### src/hw/rtl/assert_macros.svh
// Assertion macros for the compensation RTL, used by baro_back.
// Depends on nothing; empty bodies under SYNTHESIS.
`ifndef ASSERT_MACROS_SVH
`define ASSERT_MACROS_SVH
`ifndef SYNTHESIS
`define ASSERT_IMPL(label, clk, rst_n, prop) \
  label: assert property (@(posedge clk) disable iff (!rst_n) prop) \
    else $error("assertion failed");
`define ASSERT_NEVER(label, clk, rst_n, cond) \
  label: assert property (@(posedge clk) disable iff (!rst_n) !(cond)) \
    else $error("forbidden condition");
`else
`define ASSERT_IMPL(label, clk, rst_n, prop)
`define ASSERT_NEVER(label, clk, rst_n, cond)
`endif
`endif

### src/hw/rtl/baro_pkg.sv
// Types and constants for the barometric compensation core.
// No dependencies.
package baro_pkg;
  localparam logic [1:0] REG_TEMP_CAL  = 2'd0;
  localparam logic [1:0] REG_PRESS_LOW = 2'd1;
  localparam logic [1:0] REG_PRESS_MID = 2'd2;
  localparam logic [1:0] REG_PRESS_P9  = 2'd3;
  localparam int unsigned CfgIdxW = 2;

  typedef struct packed {
    logic       kind;
    logic [7:0] sample_msb;
    logic [7:0] sample_lsb;
    logic [7:0] sample_xlsb;
  } in_item_t;

  typedef struct packed {
    logic        result_kind;
    logic [31:0] temperature_centi;
    logic [31:0] pressure_hpa;
    logic        divisor_zero;
  } out_item_t;

  // queued command between front and back
  typedef struct packed {
    logic        kind;
    logic [19:0] adc;
  } cmd_t;
endpackage

### src/hw/rtl/baro_front.sv
// Front end: accepts items, assembles the 20-bit sample, two-entry queue.
// Depends on baro_pkg.
module baro_front (
  input  logic              clk_i,
  input  logic              rst_ni,
  input  logic              in_valid_i,
  output logic              in_ready_o,
  input  baro_pkg::in_item_t in_item_i,
  output logic              cmd_valid_o,
  input  logic              cmd_ready_i,
  output baro_pkg::cmd_t    cmd_o
);
  import baro_pkg::*;
  cmd_t mem_q [2];
  logic wp_q, rp_q, wp_d, rp_d;
  logic [1:0] cnt_q, cnt_d;
  logic push, pop;

  assign in_ready_o  = (cnt_q != 2'd2);
  assign cmd_valid_o = (cnt_q != 2'd0);
  assign push = in_valid_i && in_ready_o;
  assign pop  = cmd_valid_o && cmd_ready_i;
  assign cmd_o = mem_q[rp_q];

  always_comb begin
    wp_d = wp_q ^ push;
    rp_d = rp_q ^ pop;
    cnt_d = cnt_q + {1'b0, push} - {1'b0, pop};
  end

  always_ff @(posedge clk_i or negedge rst_ni) begin
    if (!rst_ni) begin
      wp_q <= 1'b0; rp_q <= 1'b0; cnt_q <= 2'd0;
    end else begin
      wp_q <= wp_d; rp_q <= rp_d; cnt_q <= cnt_d;
    end
  end

  always_ff @(posedge clk_i) begin
    if (push) begin
      mem_q[wp_q] <= '{kind: in_item_i.kind,
                       adc: {in_item_i.sample_msb, in_item_i.sample_lsb,
                             in_item_i.sample_xlsb[7:4]}};
    end
  end
endmodule

### config.mk
export PLATFORM = sky130hd
export DESIGN_NAME = baro_front
export DESIGN_NICKNAME = d
export VERILOG_FILES = /design/src/hw/rtl/assert_macros.svh /design/src/hw/rtl/baro_pkg.sv /design/src/hw/rtl/baro_front.sv
export SDC_FILE = /design/constraint.sdc
export NUM_CORES = 1
export LEC_CHECK = 0
export ABC_AREA = 1
export BUFFER_PORTS_ARGS = -buffer_cell sky130_fd_sc_hd__buf_2
export CAP_MARGIN = 15
export CORE_MARGIN = 10
export CORE_UTILIZATION = 54
export CTS_CLUSTER_DIAMETER = 50
export CTS_CLUSTER_SIZE = 40
export DETAILED_ROUTE_END_ITERATION = 7
export GPL_ROUTABILITY_DRIVEN = 0
export PLACE_DENSITY = 0.81
export REMOVE_ABC_BUFFERS = 1
export SLEW_MARGIN = 20
export SYNTH_ARGS = -nofsm -noshare
export SYNTH_HDL_FRONTEND = slang
export SYNTH_SLANG_ARGS = --single-unit
export TNS_END_PERCENT = 50
### constraint.sdc
create_clock -name clk_i -period 3.3 [get_ports clk_i]
set_input_delay 0.66 -clock clk_i [delete_from_list [all_inputs] [get_ports clk_i]]
set_output_delay 0.66 -clock clk_i [all_outputs]
set_load 0.01 [all_outputs]
## After elaboration in Yosys (flattened, before gate mapping)

Memory sizes are Yosys's and may differ from the RTL's.
Index checks and enable logic that the tools add are counted.

| word-level totals | value |
|---|---|
| bits in writable memories | 42 |
| input port bits | 29 |
| memories kept | 1 |
| flip-flop bits (word level) | 4 |
| output and inout bits | 23 |
| word-level logic and storage cells | 14 |

Memory list:

| memory | depth | bits a word | rd ports | clocked after Yosys merged registers in | wr ports | line | source |
|---|---|---|---|---|---|---|---|
| mem_q | 2 | 21 | 1 | 0 | 1 | baro_front.sv:14 | `cmd_t mem_q [2];` |

| cells by class | value |
|---|---|
| mux-type cells | 2 |
| bitwise operators | 2 |
| equal/unequal tests | 1 |
| add/subtract/negate cells | 2 |
| reduce and logical (&&, ||, !) cells | 3 |

Operator list:

| cell | count |
|---|---|
| adder 2 x 1 -> 2 bit | 1 |
| logical AND 1 bit | 2 |
| two-way mux 1 bit | 2 |
| inequality test 2 bit, second input constant | 1 |
| nonzero test 2 bit | 1 |
| subtractor 2 x 1 -> 2 bit | 1 |
| bitwise XOR 1 bit | 2 |

## Logic depth before layout (Yosys ltp)

Gate-level depths: netlist (run 1).

| depth | value |
|---|---|
| depth after elaboration | 4 |
| depth in mapped cells | 13 |
| gate-level depth less buffers | 13 |

## Worst setup path before layout (run 1)

OpenSTA, ideal clock, no wires.

| timing path | value |
|---|---|
| path type | input-to-reg |
| start point | input port in_valid_i |
| end point | memory mem_q[1][0] (netlist bit), enable pin |
| path slack | 1266 ps |
| buffers on the path | 0 |
| library setup time | 399 ps |
| data arrival time | 1636 ps |
| stages | 2 |
| data required time | 2901 ps |
| path through | nand2_2 -> nor2_1 |

| between the ends | value |
|---|---|
| cells in the longest elaborated chain, start to end | 3 |

RTL lines:

| element | line | source |
|---|---|---|
| from (decl) | baro_front.sv:6 | `input logic in_valid_i,` |
| logical AND 1 bit | baro_front.sv:21 | `assign push = in_valid_i && in_ready_o;` |
| two-way mux 1 bit | baro_front.sv:40 | `if (push) begin` |
| two-way mux 1 bit (implied by the code) | baro_front.sv:41 | `mem_q[wp_q] <= '{kind: in_item_i.kind,` |
| to (decl) | baro_front.sv:14 |  |

Every way passes these cells.

==> flow_metrics.tcl, run 1 <==
set metrics [dict create \
    synth_cells 141 \
    synth-xor-area-share_pct 0.499 \
    holdBufCountCts 0 \
    cp.depth 4 \
    tritoncts.num_buffers 5 \
    synth.lib_cells_used.distinct 13 \
    fin_worst_skew_ns 0.0117 \
    cts.clk_slew.worst_paths_ns 0.12 \
    syn_area_per_cell_um2 12.4 \
    cts_root_buf "clkbuf_4" \
    layout.filler_cells 236 \
    port_buffers 47 \
    crit_path_max_incr_delay_ns 0.41 \
    clock_tree_from_tritoncts "done" \
    multiInputGateArea_um2 339 \
    drt_iter0_markers 93 \
    crit_path_frequent_cell "nand2_1" \
    regArea_um2 1360 \
    post_cts.repair.setup_buffers 0 \
    die-height_um 77.0 \
    critical_path_arrival_ns 1.37 \
    power.clock.fraction_pct 13.8 \
    run_status "complete, no violations" \
    synth_seq_cells 46 \
    die-width_um 77.0 \
    layout-drive-gt1-share_pct 31.4 \
    most_common_cell_after_layout_fill_and_taps_aside "nand2_1" \
    post-route-drc-count 0 \
    grt_max_degree 23 \
    ctsHtreeMaxLevel 2 \
    grt_util_met1_pct 11.7 \
    crit_end "cmd_o[19]" \
    placed_wire_length_estimate_after_detailed_placement_um 2640 \
    gr-usage-met3_pct 4.08 \
    post_route_wl_um 3520 \
    synth-compound-area-share_pct 0.285 \
    finalHoldViolCount 0 \
    max-vdd-ir-drop_mv 0.626 \
    timing.critical_path.cells "inv_2 > nand2_1 > nand2_1 > buf_2" \
    rsz0062_at_grt "false" \
    layout_min_cycle_time_ns 2.03 \
    initial_core_util_pct 57.0 \
    synth.mux.area_fraction_pct 0 \
    dieArea_um2 5930 \
    worst_slew_pin_slew_ns 0.949 \
    timing.final.max_slew_violations 0 \
    grt_most_used_layer "met2" \
    final.setup.worst_slack_ns 1.27 \
    yosysSeqAreaShare_pct 77.5 \
    cts_repair_resize_count 0 \
    syn2layout_area_growth_pct 19.2 \
    cp-start-kind "flip-flop" \
    netSwitchingFraction_pct 36.8 \
    power.combinational.fraction_pct 37.6 \
    ant_nets 0 \
    final.period_utilization_pct 61.6 \
    drv_cap 0 \
    finalNetCount 224 \
    rr_endpoint "mem_q[0][10]$_DFFE_PP_" \
    p_per_area_nw_per_um2 837 \
    drtPass1Iterations 4 \
    setup_viol 0 \
    worst-path-max-fanout 22 \
    layout_common_cells "nand2_1, buf_2, edfxtp_1, inv_1, clkbuf_4" \
    wire_length_per_cell_um 14.8 \
    grt_first_pass_wirelength_um 5780 \
    maxSlewHeadroom_pct 36.7 \
    rows 20 \
    max_freq_ghz 0.492 \
    startpoint_of_the_lowest_slack_register_to_register_path "cnt_q[0]$_DFF_PN0_" \
    yosys.area_share.simple_pct 17.0 \
    cp-end-kind "output port" \
    hold_path.class "in2async" \
    core-area_um2 3080 \
    crit_family "buffers and inverters" \
    cellInternalPower_uw 1110 \
    antennaDiodeCount 0 \
    gr-total-overflow 0 \
    grtUsageTotal_pct 12.2 \
    combinational_family_with_the_most_area_after_synthesis "simple AND/OR/NAND/NOR gates" \
    setup-tns-final_ns 0 \
    power_frac_seq_pct 48.6 \
    criticalPathCategory "reg2out" \
    synth-warning-count 0 \
    cts.sink_count 46 \
    first_global_vias 1225 \
    critical_path_source "rp_q$_DFF_PN0_" \
    ctsLongestPathBuffers 2 \
    floorplan.io_pins 52 \
    antenna_found_initial 0 \
    timing.critical_path.slowest_stage_cell "dfrtp_1" \
    post_synth_fa_ha_maj_area_fraction_pct 1.43 \
    critPathBufInv 2 \
    reg2reg_setup_slack_ns 1.44 \
    route.vias.total 1154 \
    clock_latency_ns 0.34 \
    post-place-ws_ns 1.23 \
    vias_per_cell 4.85 \
    netSwitchingPower_uw 645 \
    mappedNetlistArea_um2 1760 \
    global_route.usage.met2_pct 22.8 \
    critical_path_required_ns 2.64 \
    p_leak_uw 0.000954 \
    worst-r2r-cell-count 5 \
]
through the flow:
stage | utilization (%) | hold slack [ns] | cells | instance area, um2 | total power [uW]
CTS | 68.0 | 0.0992 | 238 | 2090 | 1770
detailed placement | 66.4 | 0.477 | 230 | 2040 | 1540
global placement | 66.4 | 0.467 | 230 | 2040 | 1490
finish | 68.0 | 0.110 | 238 | 2090 | 1750
floorplan | - | 0.364 | 137 | 1740 | 1240
global route | 68.0 | 0.0914 | 238 | 2090 | 1880
Yosys cell counts:
library cell / n / share of area (%)
dfrtp_1: 4 / 5.7
nand2_1: 71 / 15
nor2_1: 2 / 0.43
ha_1: 2 / 1.4
inv_2: 2 / 0.43
nor2_2: 1 / 0.36
inv_1: 8 / 1.7
o21ai_1: 1 / 0.28
nand3_1: 1 / 0.28
buf_2: 4 / 1.1
edfxtp_1: 42 / 72
xor2_1: 1 / 0.50
nand2_2: 2 / 0.71
power groups by stage:
stage	registers, uW	logic [uW]	clock network (uW)
after floorplan	875	366	0
after global placement	853	639	0
after detailed placement	866	673	0
after CTS	852	674	244
after global routing	867	754	261
final	851	659	241
final cells by class:
class	instances	area share, %
Sequential cell	46	65.0
Multi-Input combinational cell	81	16.2
Timing Repair Buffer	49	12.0
Tap cell	44	2.63
Clock buffer	6	1.97
Inverter	10	1.79
Clock inverter	2	0.418
cell families after synthesis:
logic type               after synthesis
AO/OA/AOI/OAI                          1
XOR/XNOR                               1
adder cells (fa/ha/maj)                2
buffers and inverters                 14
flip-flops                            46
AND/OR/NAND/NOR                       77
worst min path at each step:
stage,cells after the start,startpoint,end
2_1_floorplan,0,rst_ni,cnt_q[0]$_DFF_PN0_
3_3_place_gp,1,rst_ni,cnt_q[0]$_DFF_PN0_
3_5_place_dp,1,rst_ni,cnt_q[0]$_DFF_PN0_
4_1_cts,1,rst_ni,rp_q$_DFF_PN0_
5_1_grt,1,rst_ni,rp_q$_DFF_PN0_
6_report,1,rst_ni,rp_q$_DFF_PN0_
routing by layer:
metal | wire, um | vias to the layer above | share of wire [%]
met5 | 0 | - | 0
met4 | 93 | 0 | 2.6
met2 | 1930 | 45 | 55
met3 | 267 | 10 | 7.6
li1 | - | 563 | -
met1 | 1230 | 536 | 35
state kept, by name, indices dropped and copies added, names as in the netlist:
signal / count
mem_q: 42
cnt_q: 2
wp_q: 1
rp_q: 1
No activity file was read; power rests on OpenSTA's default activity.
==> inputs of run 2 (changes only) <==
CORE_UTILIZATION = 50   (was 54)
PLACE_DENSITY = 0.76   (was 0.81)
clock period = 1.9 ns   (was 3.3 ns; I/O delays follow)
==> run 2 against run 1 <==
Compared with the run above: wire length is 8.4% lower; non-clock buffer count is 2 higher; die area is 5.9% higher; register-to-register slack worse by 1.1 ns; clock skew is 0.0022 ns lower; flip-flop and latch count stayed put; worst setup slack worse by 1.1 ns; via count is 3.2% lower; sequential power is 73% higher; total power is 82% higher; largest cell class unchanged; clock power is 120% higher; sequential share of layout area is 2.0 points lower.
==> flow_metrics.tcl, run 2 (synthesis results as in run 1) <==
set metrics [dict create \
    setup_viol 0 \
    layout_common_cells "nand2_1, buf_2, edfxtp_1, inv_1, clkbuf_4" \
    max-vdd-ir-drop_mv 0.854 \
    clock_latency_ns 0.35 \
    final.period_utilization_pct 92.4 \
    p_per_area_nw_per_um2 1480 \
    die-width_um 79.3 \
    criticalPathCategory "reg2out" \
    rows 21 \
    worst-r2r-cell-count 6 \
    cts.sink_count 46 \
    wire_length_per_cell_um 13.4 \
    maxSlewHeadroom_pct 74.3 \
    drv_cap 0 \
    post_layout_nonfiller_instances 241 \
    cts.clk_slew.worst_paths_ns 0.12 \
    post_route_wl_um 3230 \
    layout.filler_cells 283 \
    ant_nets 0 \
    post_cts.repair.setup_buffers 0 \
    ctsHtreeMaxLevel 2 \
    rsz0062_at_grt "false" \
    vias_per_cell 4.63 \
    port_buffers 47 \
    timing.final.max_slew_violations 0 \
    core-area_um2 3360 \
    cp-start-kind "flip-flop" \
    route.vias.total 1117 \
    tritoncts.num_buffers 5 \
    worst-path-max-fanout 22 \
    gr-total-overflow 0 \
    run_status "complete, no violations" \
    largestRegisters "mem_q (42), cnt_q (2)" \
    dieArea_um2 6280 \
    timing.hold.worst_path_depth 1 \
    cp-end-kind "output port" \
    grt_max_degree 23 \
    cts_root_buf "clkbuf_4" \
    placed_wire_length_estimate_after_detailed_placement_um 2350 \
    layout_min_cycle_time_ns 1.76 \
    ctsLongestPathBuffers 2 \
    fin_worst_skew_ns 0.00950 \
    antennaDiodeCount 0 \
    drt_iter0_markers 100 \
    max_freq_ghz 0.570 \
    place_inst 233 \
    most_common_cell_after_layout_fill_and_taps_aside "nand2_1" \
    finalNetCount 226 \
    antenna_found_initial 0 \
    post-route-drc-count 0 \
    p_leak_uw 0.000979 \
    floorplan.io_pins 52 \
    largest_reg_flops 42 \
    grt_first_pass_wirelength_um 5050 \
    critical_path_arrival_ns 1.38 \
    drtPass1Iterations 4 \
    die-height_um 79.3 \
    initial_core_util_pct 52.2 \
    layout-drive-gt1-share_pct 31.8 \
    setup-tns-final_ns 0 \
    first_global_vias 1127 \
    hold_path.class "in2reg" \
    finalHoldViolCount 0 \
    worst_slew_pin_slew_ns 0.384 \
    grtUsageTotal_pct 10.3 \
    regMostFlops "mem_q" \
    syn2layout_area_growth_pct 23.0 \
    critical_path_required_ns 1.52 \
    clock_tree_from_tritoncts "done" \
]
## run 2: cell types whose count changed in the layout (fill, tap and decap cells not counted)
cell           before  now
dlygate4sd3_1       0    1
buf_12              0    2
bufinv_16           0    1
buf_4               2    1
clkinv_2            1    0
clkbuf_1            1    0
## run 2: layout make-up
type	instances	area (um2)	area share, %
clock buffer	5	37.5	1.74
clock inverter	2	33.8	1.56
inverter	10	37.5	1.74
multi-input combinational	81	339	15.7
sequential	46	1360	63.0
tap	46	57.6	2.67
timing repair buffer	51	293	13.6
## run 2: through the flow
step	worst slack, ns	total power (uW)	instance area, um2	util (%)	hold slack (ns)
floorplan	-0.00382	2160	1740	-	0.0844
global placement	0.422	2660	2080	61.8	0.188
detailed placement	0.387	2710	2080	61.8	0.193
CTS	0.102	3240	2160	64.2	0.197
global route	0.00923	3450	2160	64.2	0.173
finish	0.144	3190	2160	64.2	0.214
## run 2: critical path: stages (launching register included)
cell and delay (ns):
dfrtp_1 0.41, inv_2 0.30, nand2_1 0.11, nand2_1 0.09, buf_2 0.13
## run 2: repair_timing
action / 4_1_cts / 5_1_grt
hold buffers: 1 / 0
endpoints found under the setup margin: 0 / 0
hold endpoints to repair: 4 / 0
gates resized for setup: 0 / 0
## run 2: power breakdown
group / internal, uW / leakage [uW] / switching (uW)
combinational: 432 / 0.000503 / 754
sequential: 1390 / 0.000437 / 76.5
clock: 266 / 0.0000387 / 276
## run 2: routing by layer
metal	GRT usage (%)	share of wire, %	vias to the layer above
li1	-	-	564
met1	10.6	39	513
met2	17.5	49	34
met3	5.74	10	6
met4	3.23	1.4	0
met5	0	0	-
## run 2: worst paths after layout
kind                                    start                     end  slack (ns)
setup reg to reg           cnt_q[0]$_DFF_PN0_   mem_q[0][4]$_DFFE_PP_        0.38
hold reg to reg            cnt_q[0]$_DFF_PN0_      cnt_q[0]$_DFF_PN0_        0.59
hold / removal                  in_item_i[16]  mem_q[0][12]$_DFFE_PP_        0.21
max in group asynchronous              rst_ni          wp_q$_DFF_PN0_        1.42
min in group asynchronous              rst_ni      cnt_q[1]$_DFF_PN0_        0.36
setup / recovery               rp_q$_DFF_PN0_               cmd_o[14]        0.14
==> inputs of run 3 (changes only) <==
CORE_ASPECT_RATIO = 1.1   (was not set)
==> run 3 against run 2 <==
Compared with the run above: register-to-register slack got worse by 0.03 ns; non-clock buffer count is 2 higher; utilization rose by 0.058 points; clock skew is 0.0061 ns lower; sequential power hardly changed; cell count increased by 2.1%; fmax is 3.9% higher; sequential share of layout area about the same; total power increased by 0.88%; first-iteration DRC count shrank 22%; wire length grew 8.5%; combinational power about the same; critical path type unchanged; critical endpoint is now cmd_o[4]; largest cell class unchanged; largest power group unchanged.
==> flow_metrics.tcl, run 3 (synthesis results as in run 1) <==
set metrics [dict create \
    ctsHtreeMaxLevel 2 \
    crit_path_frequent_cell "nand2_1" \
    grtUsageTotal_pct 11.8 \
    fin_worst_skew_ns 0.00340 \
    layout-drive-gt1-share_pct 32.3 \
    crit_path_max_incr_delay_ns 0.41 \
    drv_cap 0 \
    power_frac_seq_pct 45.8 \
    tritoncts.num_buffers 5 \
    netSwitchingFraction_pct 35.3 \
    cts.clk_slew.worst_paths_ns 0.11 \
    ant_nets 0 \
    hold_path.class "in2reg" \
    whs_ns 0.215 \
    dieArea_um2 6280 \
    wire_length_per_cell_um 14.2 \
    netSwitchingPower_uw 1140 \
    max-vdd-ir-drop_mv 0.902 \
    route.vias.total 1138 \
    regMostFlops "mem_q" \
    power.clock.fraction_pct 17.3 \
    gr-total-overflow 0 \
    setup_viol 0 \
    placed_wire_length_estimate_after_detailed_placement_um 2610 \
    p_per_area_nw_per_um2 1490 \
    post-route-drc-count 0 \
    critical_path_required_ns 1.52 \
    final.period_utilization_pct 89.0 \
    core-area_um2 3360 \
    vias_per_cell 4.63 \
    finalHoldViolCount 0 \
    cellInternalPower_uw 2090 \
    largest_reg_flops 42 \
    layout_min_cycle_time_ns 1.69 \
    antennaDiodeCount 0 \
    floorplan.io_pins 52 \
    crit_family "flip-flops" \
    clock_latency_ns 0.34 \
    timing.final.max_slew_violations 0 \
    rows 22 \
    worst-path-max-fanout 21 \
    clock_tree_from_tritoncts "done" \
    maxSlewHeadroom_pct 84.4 \
    cts_root_buf "clkbuf_4" \
    post_route_wl_um 3500 \
    multiInputGateArea_um2 339 \
    timing.critical_path.slowest_stage_cell "dfrtp_1" \
    die-height_um 82.1 \
    max_freq_ghz 0.592 \
    critical_path_arrival_ns 1.31 \
    grt_max_degree 23 \
    drt_iter0_markers 78 \
    die-width_um 76.5 \
    critPathBufInv 2 \
    cp-end-kind "output port" \
    cp-start-kind "flip-flop" \
    antenna_found_initial 0 \
    layout_utilization_pct 64.3 \
    most_common_cell_after_layout_fill_and_taps_aside "nand2_1" \
    drtPass1Iterations 4 \
    initial_core_util_pct 52.3 \
    cts.sink_count 46 \
    run_status "complete, no violations" \
    rsz0062_at_grt "false" \
    port_buffers 47 \
    layout.filler_cells 291 \
    regArea_um2 1360 \
    syn2layout_area_growth_pct 23.0 \
    finalNetCount 228 \
    p_leak_uw 0.000984 \
    first_global_vias 1178 \
    criticalPathCategory "reg2out" \
    post_cts.repair.setup_buffers 0 \
    worst_slew_pin_slew_ns 0.234 \
    power.combinational.fraction_pct 36.9 \
    timing.critical_path.cells "buf_4 > nand2_1 > nand2_1 > buf_2" \
    ctsLongestPathBuffers 2 \
    largestRegisters "mem_q (42), cnt_q (2)" \
    layout_common_cells "nand2_1, buf_2, edfxtp_1, inv_1" \
    grt_first_pass_wirelength_um 5780 \
]
==> run 3: changes by cell type in the layout (fill, tap and decap cells not counted), sizes merged <==
cell	before	now
clkbuf	5	7
clkinv	1	0
buf	50	52
==> run 3: metrics by stage <==
stage | total power, uW | std cells | worst slack [ns] | setup TNS [ns] | instance area [um2]
6_report | 3220 | 246 | 0.210 | 0 | 2160
5_1_grt | 3470 | 246 | 0.0953 | 0 | 2160
4_1_cts | 3270 | 246 | 0.102 | 0 | 2160
3_5_place_dp | 2710 | 237 | 0.358 | 0 | 2070
3_3_place_gp | 2620 | 237 | 0.547 | 0 | 2070
2_1_floorplan | 2160 | 137 | -0.00382 | -0.0803 | 1740
==> run 3: path summary, 6_finish.rpt <==
path	from	endpoint	slack, ns	cells past startpoint
max	rp_q$_DFF_PN0_	cmd_o[4]	0.21	4
min	in_item_i[16]	mem_q[0][12]$_DFFE_PP_	0.22	1
max reg2reg	cnt_q[0]$_DFF_PN0_	cnt_q[1]$_DFF_PN0_	0.35	13
min reg2reg	cnt_q[0]$_DFF_PN0_	cnt_q[0]$_DFF_PN0_	0.60	1
max in group asynchronous	rst_ni	wp_q$_DFF_PN0_	1.42	2
min in group asynchronous	rst_ni	rp_q$_DFF_PN0_	0.36	2
==> run 3: layer usage <==
layer	vias to the layer above	part of all wire (%)	global-route usage, %
li1	574	-	-
met1	522	39	13.0
met2	37	53	21.3
met3	5	7.4	3.56
met4	0	0.97	5.02
met5	-	0	0
==> run 3: repair_timing <==
item / CTS / global route
hold buffers: 1 / 0
gates resized for setup: 0 / 2
endpoints found under the hold margin: 4 / 0
endpoints found under the setup margin: 0 / 1
==> run 3: cell type report <==
class / instances / share of cell area (%)
repair buffers: 53 / 13.1
clock inverters: 1 / 1.39
clock buffers: 7 / 2.09
inverters: 10 / 1.86
well taps: 48 / 2.78
multi-input cells: 81 / 15.7
flip-flops and latches: 46 / 63.1
==> run 3: power groups by stage <==
stage | Combinational, uW | Clock, uW | Sequential, uW
after floorplan | 636 | 0 | 1520
after global placement | 1140 | 0 | 1480
after detailed placement | 1220 | 0 | 1490
after CTS | 1220 | 578 | 1470
after global routing | 1350 | 613 | 1500
final | 1190 | 557 | 1470
